--- src/rtl/core/pfv_pkg.sv ---
// Package for the packet frame validator: sizes, register indexes and types.
package pfv_pkg;

  // Longest slot that is checked; bytes beyond it are ignored
  localparam int MAX_SLOT_BYTES = 256;
  // Byte index counts up to and including MAX_SLOT_BYTES
  localparam int IDX_W = $clog2(MAX_SLOT_BYTES + 1);
  // Length of the header in front of the payload
  localparam int HDR_BYTES = 6;
  // Shortest frame: header plus checksum byte
  localparam int MIN_FRAME_BYTES = 7;

  // Byte positions inside a frame
  localparam int POS_MAGIC_HI = 0;
  localparam int POS_MAGIC_LO = 1;
  localparam int POS_TYPE     = 2;
  localparam int POS_LEN_LO   = 4;
  localparam int POS_LEN_HI   = 5;

  // Configuration port
  localparam int CFG_IDX_W  = 2;
  localparam int CFG_DATA_W = 8;

  typedef logic [IDX_W-1:0] idx_t;

  typedef enum logic [CFG_IDX_W-1:0] {
    REG_MAGIC_HIGH = 2'd0,
    REG_MAGIC_LOW  = 2'd1
  } cfg_reg_t;

endpackage

--- src/rtl/core/packet_frame_validator_xor.sv ---
// Top level of the packet frame validator: byte-wise frame check with XOR checksum.
//
//  channel | direction | ports                                    | handshake
//  --------+-----------+------------------------------------------+--------------------
//  in      | sink      | in_rx_byte, in_slot_end                  | in_valid / in_stall
//  out     | source    | out_frame_ok, out_message_type,          | out_valid / out_stall
//          |           | out_payload_length                       |
//  cfg     | sink      | cfg_index, cfg_wdata                     | cfg_we
//
// One byte item is taken per cycle unless the input stalls; the slot state updates on
// the same edge. The verdict for a slot appears in the result register in the cycle
// after its slot_end item is accepted. Input stalls only while a verdict waits in the
// result register and the sink stalls. Reset (synchronous, active low) clears the slot
// state, the magic registers and the result valid flag, not the result payload.
module packet_frame_validator_xor
  import pfv_pkg::*;
(
  input  logic                  clk,
  input  logic                  rst_n,
  // configuration
  input  logic                  cfg_we,
  input  logic [CFG_IDX_W-1:0]  cfg_index,
  input  logic [CFG_DATA_W-1:0] cfg_wdata,
  // byte items in
  input  logic                  in_valid,
  output logic                  in_stall,
  input  logic [7:0]            in_rx_byte,
  input  logic                  in_slot_end,
  // verdict items out
  output logic                  out_valid,
  input  logic                  out_stall,
  output logic                  out_frame_ok,
  output logic [7:0]            out_message_type,
  output logic [15:0]           out_payload_length
);

  // Magic registers
  logic [7:0]  magic_high_r, magic_low_r;

  // Slot state
  idx_t        byte_index_r, byte_index_nxt;
  logic [7:0]  running_xor_r, running_xor_nxt;
  logic        magic_match_r, magic_match_nxt;
  logic [15:0] declared_length_r, declared_length_nxt;
  logic [7:0]  held_type_r, held_type_nxt;
  logic        verdict_taken_r, verdict_taken_nxt;
  logic        verdict_good_r, verdict_good_nxt;

  // Result register
  logic        out_valid_r;
  logic        frame_ok_r, frame_ok_nxt;
  logic [7:0]  message_type_r, message_type_nxt;
  logic [15:0] payload_length_r, payload_length_nxt;

  logic        in_accept, out_accept;
  logic [16:0] csum_pos;

  assign in_stall   = out_valid_r && out_stall;
  assign in_accept  = in_valid && !in_stall;
  assign out_accept = out_valid_r && !out_stall;

  // Configuration writes; unknown indexes are ignored
  always_ff @(posedge clk) begin
    if (!rst_n) begin
      magic_high_r <= '0;
      magic_low_r  <= '0;
    end else if (cfg_we) begin
      case (cfg_index)
        REG_MAGIC_HIGH: magic_high_r <= cfg_wdata;
        REG_MAGIC_LOW:  magic_low_r  <= cfg_wdata;
        default: ;
      endcase
    end
  end

  // Position of the checksum byte, formed without wrap
  assign csum_pos = {1'b0, declared_length_r} + 17'(HDR_BYTES);

  // Per-byte slot update and verdict
  always_comb begin
    byte_index_nxt      = byte_index_r;
    running_xor_nxt     = running_xor_r;
    magic_match_nxt     = magic_match_r;
    declared_length_nxt = declared_length_r;
    held_type_nxt       = held_type_r;
    verdict_taken_nxt   = verdict_taken_r;
    verdict_good_nxt    = verdict_good_r;

    if (byte_index_r < IDX_W'(MAX_SLOT_BYTES)) begin
      if (byte_index_r == IDX_W'(POS_MAGIC_HI) && in_rx_byte != magic_high_r)
        magic_match_nxt = 1'b0;
      if (byte_index_r == IDX_W'(POS_MAGIC_LO) && in_rx_byte != magic_low_r)
        magic_match_nxt = 1'b0;
      if (byte_index_r == IDX_W'(POS_TYPE))
        held_type_nxt = in_rx_byte;
      if (byte_index_r == IDX_W'(POS_LEN_LO))
        declared_length_nxt[7:0] = in_rx_byte;
      if (byte_index_r == IDX_W'(POS_LEN_HI))
        declared_length_nxt[15:8] = in_rx_byte;
      // csum_pos is at least HDR_BYTES, so a match implies index >= 6
      if (17'(byte_index_r) == csum_pos) begin
        verdict_taken_nxt = 1'b1;
        verdict_good_nxt  = (in_rx_byte == running_xor_r);
      end
      running_xor_nxt = running_xor_r ^ in_rx_byte;
      byte_index_nxt  = byte_index_r + IDX_W'(1);
    end

    frame_ok_nxt = (byte_index_nxt >= IDX_W'(MIN_FRAME_BYTES)) && magic_match_nxt &&
                   verdict_taken_nxt && verdict_good_nxt;
    message_type_nxt   = (byte_index_nxt >= IDX_W'(POS_TYPE + 1)) ? held_type_nxt : '0;
    payload_length_nxt = (byte_index_nxt >= IDX_W'(HDR_BYTES)) ? declared_length_nxt : '0;
  end

  // Slot state registers; cleared after each slot end
  always_ff @(posedge clk) begin
    if (!rst_n || (in_accept && in_slot_end)) begin
      byte_index_r      <= '0;
      running_xor_r     <= '0;
      magic_match_r     <= 1'b1;
      declared_length_r <= '0;
      held_type_r       <= '0;
      verdict_taken_r   <= 1'b0;
      verdict_good_r    <= 1'b0;
    end else if (in_accept) begin
      byte_index_r      <= byte_index_nxt;
      running_xor_r     <= running_xor_nxt;
      magic_match_r     <= magic_match_nxt;
      declared_length_r <= declared_length_nxt;
      held_type_r       <= held_type_nxt;
      verdict_taken_r   <= verdict_taken_nxt;
      verdict_good_r    <= verdict_good_nxt;
    end
  end

  // Result register valid
  always_ff @(posedge clk) begin
    if (!rst_n) begin
      out_valid_r <= 1'b0;
    end else if (in_accept && in_slot_end) begin
      out_valid_r <= 1'b1;
    end else if (out_accept) begin
      out_valid_r <= 1'b0;
    end
  end

  // Result payload
  always_ff @(posedge clk) begin
    if (in_accept && in_slot_end) begin
      frame_ok_r       <= frame_ok_nxt;
      message_type_r   <= message_type_nxt;
      payload_length_r <= payload_length_nxt;
    end
  end

  assign out_valid          = out_valid_r;
  assign out_frame_ok       = frame_ok_r;
  assign out_message_type   = message_type_r;
  assign out_payload_length = payload_length_r;

  // Input is held off only by a waiting, stalled verdict
  a_stall_cause: assert property (@(posedge clk) disable iff (!rst_n)
    in_stall |-> out_valid_r)
    else $error("input stalled without a pending verdict");

  // A slot end restarts the byte count
  a_slot_restart: assert property (@(posedge clk) disable iff (!rst_n)
    in_accept && in_slot_end |=> byte_index_r == '0)
    else $error("byte index not cleared after slot end");

  // Byte index advances by one per byte until it saturates
  a_idx_step: assert property (@(posedge clk) disable iff (!rst_n)
    in_accept && !in_slot_end && byte_index_r < IDX_W'(MAX_SLOT_BYTES)
    |=> byte_index_r == $past(byte_index_r) + IDX_W'(1))
    else $error("byte index did not advance");

  // An accepted frame must fit in the slot
  a_ok_fits: assert property (@(posedge clk) disable iff (!rst_n)
    out_valid_r && frame_ok_r |->
    ({1'b0, payload_length_r} + 17'(MIN_FRAME_BYTES)) <= 17'(MAX_SLOT_BYTES))
    else $error("good verdict for a frame longer than the slot");

endmodule
--- config.mk ---
export PLATFORM = sky130hd
export DESIGN_NAME = packet_frame_validator_xor
export DESIGN_NICKNAME = d
export VERILOG_FILES = /design/src/rtl/core/pfv_pkg.sv /design/src/rtl/core/packet_frame_validator_xor.sv
export SDC_FILE = /design/constraint.sdc
export NUM_CORES = 1
export LEC_CHECK = 0
export BUFFER_PORTS_ARGS = -buffer_cell sky130_fd_sc_hd__buf_2
export CAP_MARGIN = 20
export CORE_ASPECT_RATIO = 1.2
export CORE_MARGIN = 1
export CORE_UTILIZATION = 35
export DETAILED_ROUTE_END_ITERATION = 7
export GPL_TIMING_DRIVEN = 0
export PLACE_DENSITY = 0.63
export SLEW_MARGIN = 20
export SYNTH_ARGS = -nofsm -noshare
export SYNTH_HDL_FRONTEND = slang
export SYNTH_SLANG_ARGS = --single-unit
--- constraint.sdc ---
create_clock -name clk -period 4.9 [get_ports clk]
set_input_delay 0.98 -clock clk [delete_from_list [all_inputs] [get_ports clk]]
set_output_delay 0.98 -clock clk [all_outputs]
set_load 0.03 [all_outputs]
======== Word-level counts from Yosys, hierarchy flattened ========
Index checks and enable logic that the tools add are counted.
Widths: inputs -> output; s select.
word-level totals
  register bits after elaboration ......... 86
  latch bits .............................. 0
  memory bits (writable) .................. 0
  memory bits (read-only) ................. 0
  output and inout port bits .............. 27
  memories kept ........................... 0
operators by class
  $add $sub $neg .......................... 2
  multipliers ............................. 0
  div/mod/pow operators ................... 0
  order comparisons ....................... 4
  equality and inequality tests ........... 9
  shift-type cells ........................ 0
  mux-type cells .......................... 15
  bitwise logic cells ..................... 1
  reductions and logical operators ........ 19
operator list
  kind                   count
  $mux 8                 4
  $eq 9x3->1 const B     2
  $ge 9x3->1 const B     2
  $add 16x3->17 const B  1
  $eq 9x17->1            1
  $mux 16                1
  $ne 8x8->1             2
  $add 9x1->9 const B    1
  $eq 9x1->1 const B     1
  $eq 9x2->1 const B     1
  $ge 9x2->1 const B     1
  $logic_and 1x1->1      9
  $logic_not 9->1        1
  $lt 9x9->1 const B     1
  $mux 1                 9
  $mux 9                 1
  $eq 8x8->1             1
  $xor 8x8->8            1
  $reduce_and 2->1       3
  $logic_not 1->1        3
  $eq 2x1->1 const B     1
  $logic_not 2->1        1
  $reduce_bool 2->1      1
  $logic_or 1x1->1       1

======== Logic depth before layout (Yosys ltp) ========
Gate-level depths: netlist of the first run.
  depth in word-level cells ............... 8
  mapped depth ............................ 10
  mapped depth without buffers ............ 8

======== Least setup slack after synthesis of the first run ========
OpenSTA, ideal clock, no wires.
  path kind ............................... input -> register
  start point ............................. input out_stall
  end point ............................... register frame_ok_r (netlist: out_frame_ok), enable pin
  data arrival time ....................... 2005 ps
  required time ........................... 4520 ps
  setup slack ............................. 2515 ps
  stages .................................. 5
  buffers on the path ..................... 1
  cell sequence ........................... nand2_1 > and2_1 > clkbuf_1 > nand2_1 > inv_1
between the ends
  word-level cells in the longest chain between the ends .. 4
RTL lines
  item                    line                               text
  start: declaration      packet_frame_validator_xor.sv:31   input logic out_stall,
  $logic_and 1x1->1       packet_frame_validator_xor.sv:58   assign in_stall = out_valid_r && out_stall;
  $logic_not 1->1         packet_frame_validator_xor.sv:59   assign in_accept = in_valid && !in_stall;
  $logic_and 1x1->1       packet_frame_validator_xor.sv:59
  $logic_and 1x1->1       packet_frame_validator_xor.sv:149  if (in_accept && in_slot_end) begin
  end signal: assignment  packet_frame_validator_xor.sv:150  frame_ok_r <= frame_ok_nxt;
  end: declaration        packet_frame_validator_xor.sv:51   logic frame_ok_r, frame_ok_nxt;
Every way passes these cells.
A chain may end at the register's enable or synchronous reset.

======== Worst setup path after layout of the first run ========
  start point ............................. register declared_length_r[1]
  end point ............................... register frame_ok_r (netlist: out_frame_ok) (data pin)
between the ends
  word-level cells in the longest chain between the ends .. 6
  elaborated cells between the ends (all ways) .. 8
  those cells by class .................... add/sub (1); eq/ne (1); mux (4); reduce/logical (2)
RTL lines
  item                      line                               text
  start: declaration        packet_frame_validator_xor.sv:44   logic [15:0] declared_length_r, declared_length_nxt;
  start signal: assignment  packet_frame_validator_xor.sv:129  declared_length_r <= declared_length_nxt;
  $add 16x3->17 *           packet_frame_validator_xor.sv:77   assign csum_pos = {1'b0, declared_length_r} + 17'(HDR_BYTES);
  $eq 9x17->1 *             packet_frame_validator_xor.sv:101  if (17'(byte_index_r) == csum_pos) begin
  $mux 1                    packet_frame_validator_xor.sv:101
  $mux 1                    packet_frame_validator_xor.sv:89   if (byte_index_r < IDX_W'(MAX_SLOT_BYTES)) begin
  $logic_and 1x1->1         packet_frame_validator_xor.sv:109  frame_ok_nxt = (byte_index_nxt >= IDX_W'(MIN_FRAME_BYTES)) && magic_match_nxt &&
  $logic_and 1x1->1 *       packet_frame_validator_xor.sv:110  verdict_taken_nxt && verdict_good_nxt;
  named net frame_ok_nxt    packet_frame_validator_xor.sv:51
The timed path passes the listed nets; every way through them passes the cells marked *.

==> metrics.md, run 1 <==
| Metric | Value |
|---|---|
| Ys flop type | dfxtp_1 |
| GR Util All Layers | 16.9% |
| Comb pwr share | 9.4% |
| Max Fanout on Critical Path | 10 |
| PnR worst setup slack | 2.12 ns |
| Cts hold-fix bufs | 0 |
| Psw | 0.000410 W |
| RR Endpoint | out_frame_ok |
| Crit Path Class | reg2reg |
| Worst setup EP type | flop |
| Internal Power | 0.00126 W |
| Slew HR | 34.5% |
| Unrepaired setup endpoints after global routing | false |
| Worst EP required | 4.98 ns |
| PD cells | 312 nW/um^2 |
| Switching Fraction | 24.5% |
| RePlAce Congestion | 0.880 |
| Chip width | 107 um |
| Clk_skew | 0.00728 ns |
| Slew Viols, Final | 0 |
| Slowest stage delay, CP | 0.59 ns |
| Clock share of power | 45.1% |
| Mapped Nets | 537 |
| DR iter-0 viols | 337 |
| Hold_sp | held_type_r[2] |
| Worst-margin pin slew | 0.982 ns |
| CP Buf/Inv Count | 3 |
| Setup_tns | 0 ns |
| Launch point of the worst reg-to-reg path | declared_length_r[1] |
| Leak | 1.97 nW |
| Initial Util | 36.2% |
| Full die area | 13600 um^2 |
| Place WS | 1.95 ns |
| Most frequent cell after synthesis | dfxtp_1 |
| GR Util met3 | 3.42% |
| Busiest grt layer | met2 |
| ANT cells | 0 |
| Post-synth EDFFs | 25 |
| Status | finished clean |
| Seq/Total Area, Yosys | 42.8% |
| First-pass GRT wire length | 18000 um |
| Register bit total from synthesis | 86 |
| Routed via count | 3845 |
| Pin count of the biggest net entering global routing | 26 |
| CTS Buf Count | 9 |
| Met2 Use GR | 28.8% |
| Most frequent CP cell | clkbuf_1 |
| Vias in the first global route | 3648 |
| Setup crit start kind | flop |
| Area of the multi-input gates | 2360 um^2 |
| Setup-failing EPs final | 0 |
| Post-Syn Instances | 508 |
| Hpwl dp | 7890 um |
| Initial antenna violation count | 0 |
| Routed Antenna Nets | 0 |
| WHS Path Cells | 2 |
| Site Rows | 45 |
| TritonCTS clock tree | yes |
| Post-CTS Resized | 0 |
| Core area | 12700 um^2 |
| CTS root buffer | clkbuf_16 |
| Largest cells by area after synthesis | dfxtp_1 27%, edfxtp_1 16%, mux2i_1 9.4% |
| GR Util met1 | 20.2% |
| Async set-or-reset flop fraction in the synthesized netlist | 0% |
| Synth top cells by count | 61 x dfxtp_1, 53 x nand2_1, 51 x nor2_1, 43 x mux2i_1, 36 x xnor2_1 |
| Synth warn | 0 |
| Nets@finish | 590 |
| Number of port buffers | 42 |
| Worst skew pair latency | 0.34 ns |
| CP delay by family, top | simple AND/OR/NAND/NOR gates |
| FF-to-FF path depth | 9 |
| Grt ovf | 0 |
| Chip height | 128 um |
| Avg Inst Size Synth | 9.06 um^2 |
| 1st-pass router iterations | 5 |
| Htree depth | 3 |
| Share of cells above drive strength 1 | 15.5% |
| Crit path time final | 2.78 ns |
| Syn-to-layout area delta | 16.4% |
| Worst path slowest cell | or4_1 |
| CTS sink cnt | 86 |
| Synthesized area | 4600 um^2 |
| Yosys cell types | 58 |
| Setup bufs post-CTS | 0 |
| Clock-pin slew on the worst setup and hold paths | 0.07 ns |
| Cell taking the most area after synthesis | dfxtp_1 |
| Register area | 1970 um^2 |
| Final total power | 0.00167 W |
| R2R Setup Slk | 2.12 ns |
| F_max | 0.360 GHz |
| WHS Endpoint | held_type_r[2] |
| Post-synth top area share | 26.5% |
| Maxcap violations | 0 |
| Hold/Removal Path Class | reg2reg |
| Drt drc | 0 |
| Filler cells | 1281 |
| Bufs on Longest Clock Path | 2 |
| Max VDD drop | 0.157 mV |
| CP Cell Sequence | clkbuf_1 > inv_1 > ha_1 > clkbuf_1 > or4_1 > o221ai_1 > o211ai_1 > nor4_1 > mux2i_1 |
| WL/cell | 15.1 um |
| Period utilization | 56.7% |
| Vias per cell | 5.27 |
| I/O pins | 51 |
| Flop pwr share | 45.5% |
| Hold Vio Cnt, Final | 0 |
| Routed wire length | 11000 um |
| Worst endpoint data arrival time | 2.86 ns |
==> registers in the layout (all words and copies together) (netlist names), 8 cells and up <==
name and flops:
byte_index_r 9, magic_low_r 8, out_payload_length 16, held_type_r 8, magic_high_r 8, running_xor_r 8
out_message_type 8, declared_length_r 16
==> routing by layer <==
metal	wire [um]	share of wire [%]
met1	4710	43
met2	5450	50
met3	530	4.8
met4	304	2.8
met5	0	0
==> cells by family (layout without fill, tap and decap cells) <==
| family | Yosys count | in the layout | synth area share, % |
|---|---|---|---|
| compound gates | 67 | 67 | 8.94 |
| buf+inv | 54 | 112 | 5.98 |
| fa+ha+maj | 5 | 5 | 1.36 |
| xor+xnor | 49 | 49 | 9.32 |
| mux | 44 | 44 | 9.59 |
| simple gates | 203 | 203 | 22.0 |
| flops | 86 | 86 | 42.8 |
==> area by class of cell <==
| type | instances | area share (%) |
|---|---|---|
| buffer | 44 | 4.44 |
| clock buffer | 9 | 4.20 |
| clock inverter | 7 | 2.01 |
| inverter | 10 | 0.701 |
| multi-input combinational | 368 | 44.1 |
| sequential | 86 | 36.8 |
| tap | 164 | 3.83 |
| timing repair buffer | 42 | 3.92 |
==> worst min-delay path, stage by stage (launching register included) <==
cell,delay (ns)
dfxtp_1,0.31
nand2_1,0.05
a21oi_1,0.05
==> power groups by stage <==
stage               clock, W  sequential, W  combinational [W]
finish              0.000753       0.000760           0.000158
global route        0.000796       0.000762           0.000171
CTS                 0.000764       0.000760           0.000158
detailed placement         0       0.000776           0.000156
global placement           0       0.000775           0.000154
floorplan                  0       0.000791          0.0000971
==> stage by stage <==
stage               hold slack (ns)  instances  cell area (um^2)  utilization [%]
CTS                           0.458        730              5350             42.1
detailed placement            0.448        714              5020             39.4
global route                  0.473        730              5360             42.1
global placement              0.440        714              5020             39.4
finish                        0.456        730              5360             42.1
floorplan                     0.430        508              4600                -
==> layout by cell type, fill, tap and decap left out, types with 2 or more instances in the layout <==
master	instances
edfxtp_1	25
bufinv_16	2
clkbuf_1	19
dfxtp_1	61
nand2_1	53
nand2b_1	5
ha_1	5
buf_4	8
mux2i_1	43
nor3b_1	2
clkbuf_16	9
clkinv_4	2
a21oi_1	29
o21ai_0	12
nor2_1	51
nand3b_1	2
nor4_1	6
o32ai_1	2
nor3_1	6
o211ai_1	3
o2111ai_1	2
nand4_1	12
nor2b_1	19
a31oi_1	3
buf_6	2
and2_1	3
a21o_1	2
or3_1	2
nand3_1	28
buf_1	5
xnor2_1	36
xor2_1	13
buf_2	51
and3_1	3
inv_1	10
==> worst max path at each step <==
stage | from | endpoint | cells past startpoint
after floorplan | out_stall | out_frame_ok | 5
after detailed placement | out_stall | out_message_type[6] | 6
after global placement | out_stall | out_message_type[6] | 6
final | declared_length_r[1] | out_frame_ok | 9
after global routing | declared_length_r[1] | out_frame_ok | 9
after CTS | byte_index_r[0] | out_message_type[2] | 7
(Power assumes the default switching activity.)
==> run 2, diff against run 1 <==
--- a/config.mk
+++ b/config.mk
@@ -12,7 +12,7 @@
 export CORE_UTILIZATION = 35
 export DETAILED_ROUTE_END_ITERATION = 7
 export GPL_TIMING_DRIVEN = 0
-export PLACE_DENSITY = 0.63
+export PLACE_DENSITY = 0.65
 export SLEW_MARGIN = 20
 export SYNTH_ARGS = -nofsm -noshare
 export SYNTH_HDL_FRONTEND = slang
==> constraint.sdc (replaced) <==
create_clock -name clk -period 2.4 [get_ports clk]
set_input_delay 0.48 -clock clk [delete_from_list [all_inputs] [get_ports clk]]
set_output_delay 0.48 -clock clk [all_outputs]
set_load 0.03 [all_outputs]
==> run 2 against run 1 <==
Flip-flop and latch count unchanged. Final cell count up 0.68%. Clock-buffer cell count unchanged. Register-to-register slack worse by 2.1 ns. First-iteration DRC count down 42%. Sequential share of layout area down 1.2 points. Die area unchanged. Sequential power up 100%. Combinational power up 120%. Wire length up 0.99%. Clock skew up 0.0016 ns. Non-clock buffer count up 5.
==> metrics.md, run 2 (synthesized netlist as in run 1, its figures left out) <==
| Metric | Value |
|---|---|
| Routed Antenna Nets | 0 (unchanged) |
| Syn-to-layout area delta | 20.8% |
| Slew Viols, Final | 0 (unchanged) |
| 1st-pass router iterations | 4 (-1) |
| PD cells | 639 nW/um^2 (+100%) |
| Status | finished clean |
| Worst-margin pin slew | 0.813 ns (-0.169 ns) |
| Design area | 5560 um^2 (+3.9%) |
| Initial Util | 36.2% (unchanged) |
| F_max | 0.423 GHz (+18%) |
| Setup-failing EPs final | 0 (unchanged) |
| Worst skew pair latency | 0.35 ns (about the same) |
| Dpl cells | 714 (unchanged) |
| Psw | 0.000854 W (+110%) |
| Switching Fraction | 24.0% (-0.49 points) |
| Worst setup EP type | flop |
| GR Util All Layers | 17.1% (+0.11 points) |
| Worst endpoint data arrival time | 2.46 ns (-0.40 ns) |
| TritonCTS clock tree | yes |
| Clock-pin slew on the worst setup and hold paths | 0.06 ns (about the same) |
| Site Rows | 45 (unchanged) |
| Hold Vio Cnt, Final | 0 (unchanged) |
| Most common cell after layout, fill and taps aside | dfxtp_1 |
| Setup crit start kind | flop |
| RePlAce Congestion | 0.885 (+0.56%) |
| CP Buf/Inv Count | 3 (unchanged) |
| Final cell count without fillers | 735 (+0.68%) |
| Full die area | 13600 um^2 (unchanged) |
| Most frequent CP cell | buf_6 |
| Filler cells | 1258 (-1.8%) |
| Comb pwr share | 9.7% (+0.3 points) |
| Unrepaired setup endpoints after global routing | true |
| Crit path time final | 2.36 ns (-0.415 ns) |
| Hold/Removal Path Class | in2reg |
| PnR worst setup slack | 0.0351 ns (-2.08 ns) |
| Vias in the first global route | 3664 (+0.44%) |
| Htree depth | 3 (unchanged) |
| Pin count of the biggest net entering global routing | 26 (unchanged) |
| Most frequent cells in the layout | 54 x dfxtp_1, 53 x nand2_1, 51 x buf_2, 51 x nor2_1, 43 x mux2i_1 |
| Leak | 2.08 nW (+5.2%) |
| Number of port buffers | 42 (unchanged) |
| CTS sink cnt | 86 (unchanged) |
| Slowest stage delay, CP | 0.54 ns (-0.05 ns) |
| I/O pins | 51 (unchanged) |
| Nets@finish | 595 (+0.85%) |
| Setup_tns | 0 ns (unchanged) |
| Initial antenna violation count | 0 (unchanged) |
| Clock share of power | 46.7% (+1.6 points) |
| Worst path slowest cell | or4_4 |
| CTS Buf Count | 9 (unchanged) |
| CTS root buffer | clkbuf_16 |
| Maxcap violations | 0 (unchanged) |
| Routed via count | 3834 (-0.29%) |
| Crit Path Class | reg2reg |
| Slew HR | 45.6% (+11 points) |
| CP delay by family, top | simple AND/OR/NAND/NOR gates |
| Drt drc | 0 (unchanged) |
| Place WS | -0.473 ns (-2.42 ns) |
| Chip width | 107 um (unchanged) |
| DR iter-0 viols | 197 (-42%) |
| First-pass GRT wire length | 18100 um (+0.16%) |
| DP Area | 5020 um^2 (unchanged) |
| Fin util | 43.7% (+1.6 points) |
| Core area | 12700 um^2 (unchanged) |
| Internal Power | 0.00270 W (+110%) |
| Grt ovf | 0 (unchanged) |
| Max Fanout on Critical Path | 8 (-2) |
| Flop pwr share | 43.7% (-1.8 points) |
| Worst EP required | 2.50 ns (-2.48 ns) |
| WL/cell | 15.1 um (+0.30%) |
| Period utilization | 98.5% (+42 points) |
| Chip height | 128 um (unchanged) |
| Clk_skew | 0.00884 ns (+0.00156 ns) |
| CP Cell Sequence | buf_6 > or4_4 > or3_4 > nor3b_4 > buf_6 > buf_12 > mux2i_1 > nor2_1 |
| Max VDD drop | 0.345 mV (+120%) |
| Vias per cell | 5.22 (-0.96%) |
| Routed wire length | 11100 um (+0.99%) |
| ANT cells | 0 (unchanged) |
| Share of cells above drive strength 1 | 20.5% (+4.9 points) |
| Bufs on Longest Clock Path | 2 (unchanged) |
| Hpwl dp | 7850 um (-0.51%) |
-- run 2: cell types whose count changed in the layout (fill, tap and decap cells not counted), sizes merged --
cell	delta
buf	+13
bufinv	+1
clkinv	-4
clkbuf	-8
inv	+1
clkinvlp	+2
-- run 2: final timing paths --
check / start / endpoint / slack, ns / depth (start not counted)
worst max-delay path: byte_index_r[4] / out_message_type[6] / 0.04 / 8
worst max register to register: byte_index_r[4] / out_message_type[6] / 0.04 / 8
worst min-delay path: cfg_wdata[5] / magic_low_r[5] / 0.40 / 3
worst min register to register: held_type_r[1] / held_type_r[1] / 0.46 / 2
-- run 2: final cells by class --
class                           instances  area [um^2]  share of cell area, %
Multi-Input combinational cell        368         2450                   44.0
Sequential cell                        86         1980                   35.6
Inverter                               10         41.3                  0.742
Clock inverter                          7          129                   2.32
Clock buffer                            9          225                   4.05
Buffer                                 36          210                   3.78
Timing Repair Buffer                   55          320                   5.76
Tap cell                              164          205                   3.69
-- run 2: through the flow --
stage	total power, W	hold WS (ns)
after floorplan	0.00181	0.430
after global routing	0.00365	0.425
after CTS	0.00356	0.403
after detailed placement	0.00190	0.448
after global placement	0.00190	0.439
final	0.00355	0.404
-- run 2: power groups by stage --
stage                     registers (W)  clock network [W]  logic, W
final                           0.00155            0.00166  0.000344
after global routing            0.00155            0.00173  0.000372
after CTS                       0.00155            0.00168  0.000326
after detailed placement        0.00159                  0  0.000319
after global placement          0.00158                  0  0.000314
after floorplan                 0.00161                  0  0.000198
-- run 2: tightest hold or removal path, stage by stage --
cell,delay [ns]
buf_2,0.09
mux2i_1,0.06
nor2b_1,0.09
-- run 2: timing repair --
item | in CTS | in global routing
resized for setup | 14 | 18
buffers inserted | 2 | 11
hold buffers | 0 | 0
pin swaps | 1 | 8
setup endpoints to repair | 21 | 35
-- run 2: routing by layer --
| metal | wire [um] | global-route usage [%] |
|---|---|---|
| met5 | 0 | 0 |
| met3 | 496 | 3.21 |
| met4 | 259 | 7.01 |
| met1 | 4860 | 20.7 |
| met2 | 5490 | 29.5 |
